File: src/design/cefrt_pkg.sv
package cefrt_pkg;

    localparam int DEF_MAX_CONTEXTS = 64;
    localparam int DEF_MAX_EVENTS   = 16;
    localparam logic [31:0] TOTAL_SAT = 32'hFFFF_FFFF;

    localparam logic [1:0] FUNC_OBSERVE = 2'd0;
    localparam logic [1:0] FUNC_SELECT  = 2'd1;

    localparam logic [1:0] ST_OK    = 2'd0;
    localparam logic [1:0] ST_FULL  = 2'd1;
    localparam logic [1:0] ST_RANGE = 2'd2;

    typedef logic [4:0] t_cmd;

    localparam t_cmd CMD_NOP     = 5'd0;
    localparam t_cmd CMD_LOAD    = 5'd1;
    localparam t_cmd CMD_CNEXT   = 5'd2;
    localparam t_cmd CMD_SETSLOT = 5'd3;
    localparam t_cmd CMD_CFAIL   = 5'd4;
    localparam t_cmd CMD_CINS    = 5'd5;
    localparam t_cmd CMD_ILOAD   = 5'd6;
    localparam t_cmd CMD_HINIT   = 5'd7;
    localparam t_cmd CMD_SINIT   = 5'd8;
    localparam t_cmd CMD_WINIT   = 5'd9;
    localparam t_cmd CMD_SELFAIL = 5'd10;
    localparam t_cmd CMD_QRES    = 5'd11;
    localparam t_cmd CMD_HWR     = 5'd12;
    localparam t_cmd CMD_HDONE   = 5'd13;
    localparam t_cmd CMD_ENEXT   = 5'd14;
    localparam t_cmd CMD_FOUND   = 5'd15;
    localparam t_cmd CMD_EFULL   = 5'd16;
    localparam t_cmd CMD_SHINIT  = 5'd17;
    localparam t_cmd CMD_MWR     = 5'd18;
    localparam t_cmd CMD_EINS    = 5'd19;
    localparam t_cmd CMD_INC     = 5'd20;
    localparam t_cmd CMD_WNEXT   = 5'd21;
    localparam t_cmd CMD_WHIT    = 5'd22;
    localparam t_cmd CMD_PUSH    = 5'd23;

    typedef struct packed {
        logic [1:0] func;
        logic       ci_at_used;
        logic       used_full;
        logic       ctx_match;
        logic       total_max;
        logic       draw_ok;
        logic       ei_at_size;
        logic       ev_eq;
        logic       ev_gt;
        logic       size_full;
        logic       ei_at_pos;
        logic       left_gt;
        logic       out_free;
    } t_dp_flags;

endpackage

File: src/design/cefrt_ctrl.sv
module cefrt_ctrl
    import cefrt_pkg::*;
(
    input  logic      i_clk,
    input  logic      i_rst_n,
    input  logic      i_in_valid,
    output logic      o_in_ready,
    input  t_dp_flags i_flags,
    output t_cmd      o_cmd
);

    localparam logic [4:0] S_IDLE = 5'd0;
    localparam logic [4:0] S_CRD  = 5'd1;
    localparam logic [4:0] S_CCMP = 5'd2;
    localparam logic [4:0] S_CMIS = 5'd3;
    localparam logic [4:0] S_IRD  = 5'd4;
    localparam logic [4:0] S_ILD  = 5'd5;
    localparam logic [4:0] S_DISP = 5'd6;
    localparam logic [4:0] S_HRD  = 5'd7;
    localparam logic [4:0] S_HWR  = 5'd8;
    localparam logic [4:0] S_SRD  = 5'd9;
    localparam logic [4:0] S_SCMP = 5'd10;
    localparam logic [4:0] S_SEND = 5'd11;
    localparam logic [4:0] S_MRD  = 5'd12;
    localparam logic [4:0] S_MWR  = 5'd13;
    localparam logic [4:0] S_EINS = 5'd14;
    localparam logic [4:0] S_INC  = 5'd15;
    localparam logic [4:0] S_WRD  = 5'd16;
    localparam logic [4:0] S_WCMP = 5'd17;
    localparam logic [4:0] S_OUT  = 5'd18;

    logic [4:0] r_state;
    logic [4:0] n_state;

    always_ff @(posedge i_clk) begin
        if (!i_rst_n) begin
            r_state <= S_IDLE;
        end else begin
            r_state <= n_state;
        end
    end

    assign o_in_ready = (r_state == S_IDLE);

    always_comb begin
        n_state = r_state;
        o_cmd   = CMD_NOP;
        unique case (r_state)
            S_IDLE: begin
                if (i_in_valid) begin
                    o_cmd   = CMD_LOAD;
                    n_state = S_CRD;
                end
            end
            S_CRD:  n_state = i_flags.ci_at_used ? S_CMIS : S_CCMP;
            S_CCMP: begin
                if (i_flags.ctx_match) begin
                    o_cmd   = CMD_SETSLOT;
                    n_state = S_IRD;
                end else begin
                    o_cmd   = CMD_CNEXT;
                    n_state = S_CRD;
                end
            end
            S_CMIS: begin
                if (i_flags.used_full) begin
                    o_cmd   = CMD_CFAIL;
                    n_state = S_OUT;
                end else begin
                    o_cmd   = CMD_CINS;
                    n_state = S_DISP;
                end
            end
            S_IRD:  n_state = S_ILD;
            S_ILD: begin
                o_cmd   = CMD_ILOAD;
                n_state = S_DISP;
            end
            S_DISP: begin
                if (i_flags.func == FUNC_OBSERVE) begin
                    if (i_flags.total_max) begin
                        o_cmd   = CMD_HINIT;
                        n_state = S_HRD;
                    end else begin
                        o_cmd   = CMD_SINIT;
                        n_state = S_SRD;
                    end
                end else if (i_flags.func == FUNC_SELECT) begin
                    if (i_flags.draw_ok) begin
                        o_cmd   = CMD_WINIT;
                        n_state = S_WRD;
                    end else begin
                        o_cmd   = CMD_SELFAIL;
                        n_state = S_OUT;
                    end
                end else begin
                    o_cmd   = CMD_QRES;
                    n_state = S_OUT;
                end
            end
            S_HRD: begin
                if (i_flags.ei_at_size) begin
                    o_cmd   = CMD_HDONE;
                    n_state = S_SRD;
                end else begin
                    n_state = S_HWR;
                end
            end
            S_HWR: begin
                o_cmd   = CMD_HWR;
                n_state = S_HRD;
            end
            S_SRD:  n_state = i_flags.ei_at_size ? S_SEND : S_SCMP;
            S_SCMP: begin
                if (i_flags.ev_eq) begin
                    o_cmd   = CMD_FOUND;
                    n_state = S_INC;
                end else if (i_flags.ev_gt) begin
                    n_state = S_SEND;
                end else begin
                    o_cmd   = CMD_ENEXT;
                    n_state = S_SRD;
                end
            end
            S_SEND: begin
                if (i_flags.size_full) begin
                    o_cmd   = CMD_EFULL;
                    n_state = S_OUT;
                end else if (i_flags.ei_at_size) begin
                    n_state = S_EINS;
                end else begin
                    o_cmd   = CMD_SHINIT;
                    n_state = S_MRD;
                end
            end
            S_MRD:  n_state = S_MWR;
            S_MWR: begin
                o_cmd   = CMD_MWR;
                n_state = i_flags.ei_at_pos ? S_EINS : S_MRD;
            end
            S_EINS: begin
                o_cmd   = CMD_EINS;
                n_state = S_INC;
            end
            S_INC: begin
                o_cmd   = CMD_INC;
                n_state = S_OUT;
            end
            S_WRD: begin
                if (i_flags.ei_at_size) begin
                    o_cmd   = CMD_SELFAIL;
                    n_state = S_OUT;
                end else begin
                    n_state = S_WCMP;
                end
            end
            S_WCMP: begin
                if (i_flags.left_gt) begin
                    o_cmd   = CMD_WNEXT;
                    n_state = S_WRD;
                end else begin
                    o_cmd   = CMD_WHIT;
                    n_state = S_OUT;
                end
            end
            S_OUT: begin
                if (i_flags.out_free) begin
                    o_cmd   = CMD_PUSH;
                    n_state = S_IDLE;
                end
            end
            default: n_state = S_IDLE;
        endcase
    end

endmodule

File: config.mk
export PLATFORM = sky130hd
export DESIGN_NAME = cefrt_ctrl
export DESIGN_NICKNAME = d
export VERILOG_FILES = /design/src/design/cefrt_pkg.sv /design/src/design/cefrt_ctrl.sv
export SDC_FILE = /design/constraint.sdc
export NUM_CORES = 1
export LEC_CHECK = 0
export BUFFER_PORTS_ARGS = -buffer_cell sky130_fd_sc_hd__buf_2
export CORE_UTILIZATION = 45
export DETAILED_ROUTE_END_ITERATION = 10
export GPL_ROUTABILITY_DRIVEN = 0
export MAX_ROUTING_LAYER = met4
export PLACE_DENSITY = 0.7
export SLEW_MARGIN = 20
export SYNTH_ARGS = -nofsm -noshare
export SYNTH_HDL_FRONTEND = slang
export SYNTH_SLANG_ARGS = --single-unit
File: constraint.sdc
create_clock -name i_clk -period 2.15 [get_ports i_clk]
set_input_delay 0.43 -clock i_clk [delete_from_list [all_inputs] [get_ports i_clk]]
set_output_delay 0.43 -clock i_clk [all_outputs]
set_load 0.02 [all_outputs]
==> results of run 1 <==
-- kinds of logic (layout without fill, tap and decap cells) --
family          Yosys count  count (layout)  synth area share, %
compound gates           43              43                 35.8
buf+inv                  12              46                 8.35
flops                     5               5                 12.1
mux                       3               3                 3.64
simple gates             58              58                 40.1
-- cells in the mapped netlist, types with 2 or more instances --
library cell,number,area share (%)
mux2i_1,3,3.6
nor3_1,5,3.0
o22ai_1,2,1.5
nand3_1,3,1.8
o31ai_1,2,1.8
or3_1,2,1.5
buf_2,7,4.2
nand2b_1,4,3.0
a211o_1,3,3.2
buf_4,2,1.8
nor3b_1,3,2.7
o21ai_0,9,5.5
nor2b_1,10,7.6
a21oi_1,9,5.5
nor2_1,10,4.6
a31oi_1,3,2.3
dfxtp_1,5,12
inv_1,2,0.91
nand2_1,7,3.2
nor4b_1,2,2.1
nor4_1,2,1.5
a22oi_1,2,1.8
o41a_1,2,2.7
-- final timing paths --
path / endpoint / from / slack, ns
max: o_cmd[2] / r_state[0] / -0.0008
max reg2reg: r_state[2] / r_state[1] / 0.51
min reg2reg: r_state[0] / r_state[0] / 0.72
min: r_state[3] / i_rst_n / 0.46
-- final cells by class --
class                           instances  area (um2)  share of cell area [%]
Clock buffer                            4        26.3                    2.26
Tap cell                               25        31.3                    2.69
Sequential cell                         5         114                    9.78
Timing Repair Buffer                   40         287                    24.6
Inverter                                2        7.51                   0.645
Multi-Input combinational cell        104         698                    60.0
-- metrics by stage --
stage                     hold slack (ns)   TNS [ns]  std cells
final                               0.460  -0.000841        180
after global placement              0.707          0        174
after floorplan                     0.547          0        121
after CTS                           0.442          0        178
after detailed placement            0.709          0        174
after global routing                0.454    -0.0894        180
-- report_power, final --
group          total (mW)  switching [mW]  leakage (nW)  internal, mW
Clock               0.116          0.0458        0.0150        0.0706
Sequential          0.185          0.0529        0.0438         0.132
Combinational       0.882           0.488         0.407         0.394
-- layer usage --
metal	wire length, um	vias up	share of wire, %	GRT usage (%)
met1	1260	558	39	41.7
met2	1540	87	48	52.6
met4	77	0	2.4	15.8
li1	-	537	-	-
met5	0	-	0	-
met3	328	14	10	3.60
-- timing repair --
item / 4_1_cts / 5_1_grt
hold buffers: 0 / 0
buffers inserted: 0 / 1
setup endpoints to repair: 4 / 5
resized for setup: 13 / 16
pin swaps: 1 / 4
cloned: 0 / 1
endpoints found under the hold margin: 0 / 0
==> results.md, run 1 <==
* Outcome: complete, but fails checks
* Failing checks: negative setup slack
* Post-DP HPWL at 2220 um
* Number of routed nets with antenna violations at 0
* Crit-path cells: and2b_2 -> a21oi_2 -> nor2_2 -> or4_4 -> buf_6
* F_max at 465 MHz
* Hold Path Stages at 2
* Asr flop ratio synth at 0%
* Power per cell area at 1020 mW/mm2
* Fillers at 140
* Core ar. at 0.00173 mm2
* Avg Inst Size Synth at 6.81 um2
* Post-synthesis cell type count at 45
* Largest reg by FF count: r_state
* Die Y at 44.8 um
* Detailed-router iteration count before antenna repair at 4
* Site Rows at 15
* Synthesized cell area at 825 um2
* Leading cell types in the layout, fill and taps excluded: 20 x buf_2, 15 x buf_4, 9 x nor2_1
* Peak supply drop at 0.690 mV
* Num CTS Buffers at 3
* Crit-path max cell delay at 0.48 ns
* Gate Count Post-Synth at 121
* Die W at 44.8 um
* Max-cap violations at 0
* Global-route wire length before repair at 4650 um
* Via count at 1196
* Clk sinks at 5
* DR WL/cell at 17.8 um
* WS Path Type: flop to output port
* Final setup fails at 1
* Crit share post-route at 100%
* Final worst slack at -0.000841 ns
* Final hold violation count at 0
* Initial drt markers at 76
* Post-route cell area at 0.00116 mm2
* Worst hold-check path type: primary input to flop
* Commonest non-fill, non-tap cell in the layout: buf_2
* Relative slew slack at 65.8%
* CTS tree: built
* Clock latency on the worst-skew pair at 0.25 ns
* Vias in the first global route at 1016
* Worst Path Arrival at 1.72 ns
* Worst setup EP type: output port
* Largest net degree at the start of global routing at 22
* Area growth syn-to-layout at 41.1%
* Drt via density at 6.64
* GRT Util Overall at 33.0%
* Initial antenna violation count at 0
* H-Tree Depth at 1
* Slew Limit Fails at 0
* Mapped Nets at 138
* Port bufs at 22
* CTS root buffer: clkbuf_4
* Seq cells post-synth at 5
* Delay-heaviest family, CP: simple AND/OR/NAND/NOR gates
* Post-synthesis sequential area ratio at 12.1%
* Core Util, Final at 67.4%
* Static leakage at 0.465 nW
* Critical Path Start Type: flop
* Unrepaired setup endpoints after global routing: true
* Placed Area at 0.00102 mm2
* Final net count at 173
* Max reg flops at 5
* Clock-pin slew on the worst setup and hold paths at 0.05 ns
* Total power at 1.18 mW
* Worst Reg-to-Reg Cells at 5
* CP max FO at 7
* Drt drc at 0
* CP max-delay cell: or4_4
* Buf/Inv on CP at 1
* Final wirelength at 3210 um
* Crit path depth at 5
* Die Footprint at 0.00201 mm2
* Top flop regs: r_state (5)
* EDFF count, synth at 0
* Ant. Diodes at 0
* Synth warnings at 0
* Share of cells above drive strength 1 at 38.7%
* CTS max path bufs at 2
* DP Worst Slack at 0.0878 ns
* Req. time, crit path at 1.72 ns
* Max Clock Skew at 0.00676 ns
* Worst slew pin tran at 0.507 ns
* Fin crit period at 2.15 ns
* Ys flop type: dfxtp_1
* Starting density of the core at 47.8%
* Total grt overflow at 0
* Top Ports at 23
Note: power is estimated with default switching activity, not from simulation.
==> run 2, diff against run 1 <==
--- a/config.mk
+++ b/config.mk
@@ -6,11 +6,13 @@
 export NUM_CORES = 1
 export LEC_CHECK = 0
 export BUFFER_PORTS_ARGS = -buffer_cell sky130_fd_sc_hd__buf_2
+export CORE_MARGIN = 4
 export CORE_UTILIZATION = 45
 export DETAILED_ROUTE_END_ITERATION = 10
 export GPL_ROUTABILITY_DRIVEN = 0
 export MAX_ROUTING_LAYER = met4
-export PLACE_DENSITY = 0.7
+export PLACE_DENSITY_LB_ADDON = 0.15
+export SKIP_LAST_GASP = 1
 export SLEW_MARGIN = 20
 export SYNTH_ARGS = -nofsm -noshare
 export SYNTH_HDL_FRONTEND = slang
==> run 2 against run 1 <==
  * The flow now finishes without violations
  * Setup slack better by 0.012 ns
  * Sequential share of layout area down 0.56 points
  * Clock skew down 0.0065 ns
  * Core utilization up 4.1 points
  * Total power up 9.7%
==> results.md, run 2 (synthesis results as in run 1) <==
* Num CTS Buffers at 3 (unchanged)
* Die W at 50.8 um (+13%)
* Peak supply drop at 0.960 mV (+39%)
* NetSw at 0.607 mW (+3.4%)
* Hold_buf cts at 0 (unchanged)
* F_max at 468 MHz (+0.56%)
* Vias in the first global route at 1017 (+0.098%)
* Placed Area at 0.00101 mm2 (-1.5%)
* Die Y at 50.8 um (+13%)
* Req. time, crit path at 1.72 ns (about the same)
* Combinational power share at 79.3% (+4.8 points)
* Clock-pin slew on the worst setup and hold paths at 0.04 ns (about the same)
* Top Ports at 23 (unchanged)
* Initial drt markers at 72 (-5.3%)
* Crit-path max cell delay at 0.42 ns (-0.06 ns)
* CP max-delay cell: or4_4
* CTS root buffer: clkbuf_4
* WS Path Type: flop to output port
* Worst Path Arrival at 1.71 ns (about the same)
* Leading cell types in the layout, fill and taps excluded: 19 x buf_2, 18 x buf_4, 10 x nor2_1
* Commonest non-fill, non-tap cell in the layout: buf_2
* Seq pwr share at 12.7% (-2.9 points)
* Unrepaired setup endpoints after global routing: true
* Drt drc at 0 (unchanged)
* Clk sinks at 5 (unchanged)
* Share of cells above drive strength 1 at 41.3% (+2.5 points)
* Critical Path Start Type: flop
* Drt via density at 6.30 (-5.2%)
* Largest net degree at the start of global routing at 22 (unchanged)
* Switching share of power at 46.8% (-2.8 points)
* Crit-path cells: buf_8 -> buf_4 -> a21oi_1 -> a2111oi_2 -> or4_4 -> buf_6
* Port bufs at 22 (unchanged)
* CTS tree: built
* Worst setup EP type: output port
* Fin crit period at 2.14 ns (-0.0119 ns)
* Final hold violation count at 0 (unchanged)
* Top flop regs: r_state (5)
* Final setup fails at 0 (-1)
* Static leakage at 0.495 nW (+6.3%)
* H-Tree Depth at 1 (unchanged)
* Worst hold-check path type: primary input to flop
* Final net count at 178 (+2.9%)
* Relative slew slack at 69.4% (+3.7 points)
* Clock latency on the worst-skew pair at 0.24 ns (about the same)
* GRT Util Overall at 24.1% (-8.9 points)
* Starting density of the core at 47.8% (unchanged)
* Post-DP HPWL at 2140 um (-3.5%)
* Post-placement cell count at 172 (-1.1%)
* Max-cap violations at 0 (unchanged)
* Hold_ws at 0.469 ns (+0.00898 ns)
* Via count at 1165 (-2.6%)
* CP max FO at 12 (+5)
* Max Clock Skew at 0.000225 ns (-0.00653 ns)
* Final wirelength at 3020 um (-5.7%)
* Power per cell area at 1050 mW/mm2 (+3.4%)
* Outcome: finished, final reports clean
* Non-filler instance count after layout at 185 (+2.8%)
* Cell internal pwr at 0.691 mW (+16%)
* Core ar. at 0.00173 mm2 (unchanged)
* Detailed-router iteration count before antenna repair at 4 (unchanged)
* Initial antenna violation count at 0 (unchanged)
* Largest reg by FF count: r_state
* Number of routed nets with antenna violations at 0 (unchanged)
* Clock network fraction of total power at 8.0% (-1.8 points)
* Delay-heaviest family, CP: buffers and inverters
* Buf/Inv on CP at 3 (+2)
* CTS max path bufs at 2 (unchanged)
* Max reg flops at 5 (unchanged)
* Global-route wire length before repair at 4620 um (-0.73%)
* Area growth syn-to-layout at 49.6%
* Site Rows at 15 (unchanged)
* Worst slew pin tran at 0.452 ns (-0.0544 ns)
* Post-route cell area at 0.00123 mm2 (+6.0%)
* Total grt overflow at 0 (unchanged)
* Die Footprint at 0.00258 mm2 (+29%)
* Slew Limit Fails at 0 (unchanged)
* Ant. Diodes at 0 (unchanged)
* Crit share post-route at 99.5% (-0.55 points)
* DR WL/cell at 16.3 um (-8.3%)
==> run 2: power by group through the flow <==
stage / Combinational (mW) / Clock (mW) / Sequential [mW]
3_5_place_dp: 0.772 / 0 / 0.145
5_1_grt: 1.09 / 0.121 / 0.168
4_1_cts: 0.791 / 0.111 / 0.148
3_3_place_gp: 0.765 / 0 / 0.143
6_report: 1.03 / 0.104 / 0.164
2_1_floorplan: 0.546 / 0 / 0.137
==> run 2: worst paths after layout <==
path / from / end / slack (ns) / cells after the start
setup reg to reg: r_state[1] / r_state[0] / 0.56 / 6
setup / recovery: r_state[1] / o_cmd[2] / 0.01 / 6
hold reg to reg: r_state[4] / r_state[3] / 0.66 / 2
hold / removal: i_rst_n / r_state[3] / 0.47 / 2
==> run 2: worst reg2reg max path, stage by stage (launching register included) <==
cell	delay, ns
dfxtp_4	0.35
buf_8	0.14
buf_4	0.14
nor3_1	0.25
mux2i_1	0.28
o311ai_0	0.16
a31oi_1	0.19
==> run 2: area by class of cell <==
cell class / count / area, um2
repair buffers: 45 / 337
clock buffers: 4 / 26.3
inverters: 2 / 7.51
flip-flops and latches: 5 / 114
well taps: 25 / 31.3
fillers: 151 / 493
multi-input cells: 104 / 718
==> run 2: repair_timing <==
| action | in CTS | in global routing |
|---|---|---|
| resized for setup | 9 | 33 |
| endpoints found under the setup margin | 5 | 5 |
| gates cloned | 0 | 0 |
| buffers inserted | 0 | 9 |
| pin swaps | 1 | 6 |
==> run 2: metrics by stage <==
stage          TNS [ns]  total power, mW  utilization (%)  setup WS, ns
3_5_place_dp          0            0.917             58.5         0.172
2_1_floorplan         0            0.684                -         0.322
4_1_cts         -0.0364             1.05             61.2       -0.0364
5_1_grt          -0.103             1.37             71.4       -0.0843
6_report              0             1.30             71.4        0.0110
3_3_place_gp          0            0.908             58.5         0.178
==> run 2: per-layer routing <==
layer	track usage (%)	part of all wire (%)	up-vias	routed length, um
met5	-	0	-	0
li1	-	-	544	-
met1	30.8	43	543	1300
met2	35.2	46	66	1400
met4	13.9	2.9	0	88
met3	4.45	8.0	12	243
==> run 3, diff against run 2 <==
--- a/config.mk
+++ b/config.mk
@@ -6,8 +6,11 @@
 export NUM_CORES = 1
 export LEC_CHECK = 0
 export BUFFER_PORTS_ARGS = -buffer_cell sky130_fd_sc_hd__buf_2
+export CELL_PAD_IN_SITES_DETAIL_PLACEMENT = 1
+export CELL_PAD_IN_SITES_GLOBAL_PLACEMENT = 1
 export CORE_MARGIN = 4
-export CORE_UTILIZATION = 45
+export CORE_UTILIZATION = 37
+export CTS_BUF_LIST = sky130_fd_sc_hd__clkbuf_8
 export DETAILED_ROUTE_END_ITERATION = 10
 export GPL_ROUTABILITY_DRIVEN = 0
 export MAX_ROUTING_LAYER = met4
==> run 3 against run 2 <==
  * The run now ends with negative setup slack left
  * Via count grew 1.7%
  * Critical path depth rose by 1
  * Wire length is 36% higher
  * Maximum frequency shrank 6.1%
  * Highest routed layer unchanged
  * Sequential share of layout area is 0.19 points lower
  * Sequential cell count did not move
  * Die area rose by 18%
  * Combinational power about the same
  * Core utilization is 9.7 points lower
  * Largest cell class unchanged
  * Sequential power up 15%
  * Total power up 5.8%
  * Register-to-register slack worse by 0.05 ns
==> results.md, run 3 (synthesis results as in run 1) <==
* Outcome: complete, but fails checks
* Failing checks: negative setup slack
* Total grt overflow at 0 (unchanged)
* Worst Path Arrival at 1.85 ns (+0.14 ns)
* Max Clock Skew at 0.00602 ns (+0.00580 ns)
* Peak supply drop at 0.788 mV (-18%)
* Detailed-router iteration count before antenna repair at 4 (unchanged)
* Final net count at 175 (-1.7%)
* Cell internal pwr at 0.697 mW (+0.88%)
* F_max at 439 MHz (-6.1%)
* Die Footprint at 0.00305 mm2 (+18%)
* Site Rows at 16 (+1)
* Hold_ws at 0.491 ns (+0.0222 ns)
* Max-cap violations at 0 (unchanged)
* Hold Path Stages at 2 (unchanged)
* Ant. Diodes at 0 (unchanged)
* Top Ports at 23 (unchanged)
* Hold Path Origin: i_rst_n
* Post-DP HPWL at 2540 um (+19%)
* Hold Path Sink: r_state[3]
* Worst setup EP type: output port
* Via count at 1185 (+1.7%)
* Num CTS Buffers at 3 (unchanged)
* Seq pwr share at 13.8% (+1.1 points)
* Combinational power share at 73.9% (-5.4 points)
* Final setup fails at 2 (+2)
* CTS tree: built
* CTS root buffer: clkbuf_8
* DR WL/cell at 22.4 um (+37%)
* H-Tree Depth at 1 (unchanged)
* FF-to-FF Start: r_state[4]
* Relative slew slack at 73.7% (+4.3 points)
* Unrepaired setup endpoints after global routing: true
* Final hold violation count at 0 (unchanged)
* Top flop regs: r_state (5)
* Slew Limit Fails at 0 (unchanged)
* Switching share of power at 49.2% (+2.5 points)
* Worst Reg-to-Reg Cells at 6 (unchanged)
* Clock network fraction of total power at 12.4% (+4.4 points)
* WS Path Type: flop to output port
* GRT Util Overall at 22.5% (-1.6 points)
* Area growth syn-to-layout at 52.8%
* Core ar. at 0.00204 mm2 (+18%)
* Die Y at 55.2 um (+8.7%)
* Global-route wire length before repair at 5430 um (+18%)
* Starting density of the core at 40.4% (-7.4 points)
* Fin crit period at 2.28 ns (+0.140 ns)
* Max reg flops at 5 (unchanged)
* Largest net degree at the start of global routing at 22 (unchanged)
* Port bufs at 22 (unchanged)
* Largest reg by FF count: r_state
* Power per cell area at 1090 mW/mm2 (+3.6%)
* FF-to-FF End: r_state[3]
* NetSw at 0.676 mW (+11%)
* CP max FO at 11 (-1)
* Drt via density at 6.44 (+2.3%)
* Share of cells above drive strength 1 at 42.7% (+1.4 points)
* Initial antenna violation count at 0 (unchanged)
* Worst hold-check path type: primary input to flop
* Vias in the first global route at 1063 (+4.5%)
* Req. time, crit path at 1.72 ns (about the same)
* Critical Path Start Type: flop
* Clk sinks at 5 (unchanged)
* CTS max path bufs at 2 (unchanged)
* Crit share post-route at 106% (+6.5 points)
* Final wirelength at 4110 um (+36%)
* Static leakage at 0.499 nW (+0.77%)
* Leading cell types in the layout, fill and taps excluded: 19 x buf_2, 15 x buf_4, 10 x nor2_1
* Clock latency on the worst-skew pair at 0.22 ns (-0.02 ns)
* Final worst slack at -0.129 ns (-0.140 ns)
* Initial drt markers at 60 (-17%)
* Worst slew pin tran at 0.391 ns (-0.0611 ns)
* Number of routed nets with antenna violations at 0 (unchanged)
* Drt drc at 0 (unchanged)
* Die W at 55.2 um (+8.7%)
* Reg2Reg Setup Slack at 0.51 ns (-0.05 ns)
* Setup_tns at -0.174 ns (-0.174 ns)
* Commonest non-fill, non-tap cell in the layout: buf_2
* Clock-pin slew on the worst setup and hold paths at 0.04 ns (about the same)
## run 3: cell types whose count changed in the layout (fill, tap and decap cells not counted), sizes merged
| cell | delta |
|---|---|
| buf | -4 |
| inv | +1 |
## run 3: area by class of cell
cell class	count	area (um2)
clock inverters	1	3.75
clock buffers	3	41.3
flip-flops and latches	5	114
repair buffers	42	315
well taps	27	33.8
inverters	2	7.51
fillers	263	782
multi-input cells	104	744
## run 3: what timing repair did
action / in CTS / in global routing
resized for setup: 8 / 34
setup endpoints to repair: 4 / 5
pin swaps: 1 / 4
setup buffers: 1 / 4
gates cloned: 0 / 1
hold buffers: 0 / 0
## run 3: worst max-delay path by stage
stage	startpoint	end	slack, ns	depth (start not counted)
after detailed placement	r_state[0]	o_cmd[2]	0.07	5
final	r_state[4]	o_cmd[0]	-0.13	7
after CTS	r_state[0]	o_cmd[2]	-0.06	5
after global routing	r_state[4]	o_cmd[0]	-0.13	7
after global placement	r_state[0]	o_cmd[2]	0.10	5
after floorplan	r_state[0]	o_cmd[2]	0.32	4
## run 3: power by group through the flow
stage | Clock (mW) | Sequential (mW) | Combinational [mW]
after floorplan | 0 | 0.137 | 0.546
after global placement | 0 | 0.151 | 0.761
after detailed placement | 0 | 0.154 | 0.776
after CTS | 0.169 | 0.157 | 0.800
after global routing | 0.182 | 0.192 | 1.07
final | 0.170 | 0.189 | 1.01
## run 3: metal layers
| metal | wire, um | track usage (%) | share of wire, % |
|---|---|---|---|
| met1 | 1670 | 30.7 | 41 |
| met2 | 1980 | 35.8 | 48 |
| met3 | 299 | 2.56 | 7.3 |
| met4 | 159 | 4.51 | 3.9 |
| met5 | 0 | - | 0 |
## run 3: worst max-delay path, stage by stage, from the launching register on
cell and delay (ns):
dfxtp_4 0.36, buf_8 0.15, nor2_1 0.26, nand3_1 0.21, buf_4 0.20, o32ai_1 0.13
or3_1 0.18, buf_4 0.14
## run 3: stage by stage
stage	power, mW	setup slack (ns)	area, um2	instances	util [%]
6_report	1.37	-0.129	1260	184	61.7
5_1_grt	1.44	-0.126	1260	184	61.7
4_1_cts	1.13	-0.0600	1090	179	53.4
3_5_place_dp	0.929	0.0728	1010	174	49.6
3_3_place_gp	0.912	0.101	1010	174	49.6
2_1_floorplan	0.684	0.322	825	121	-
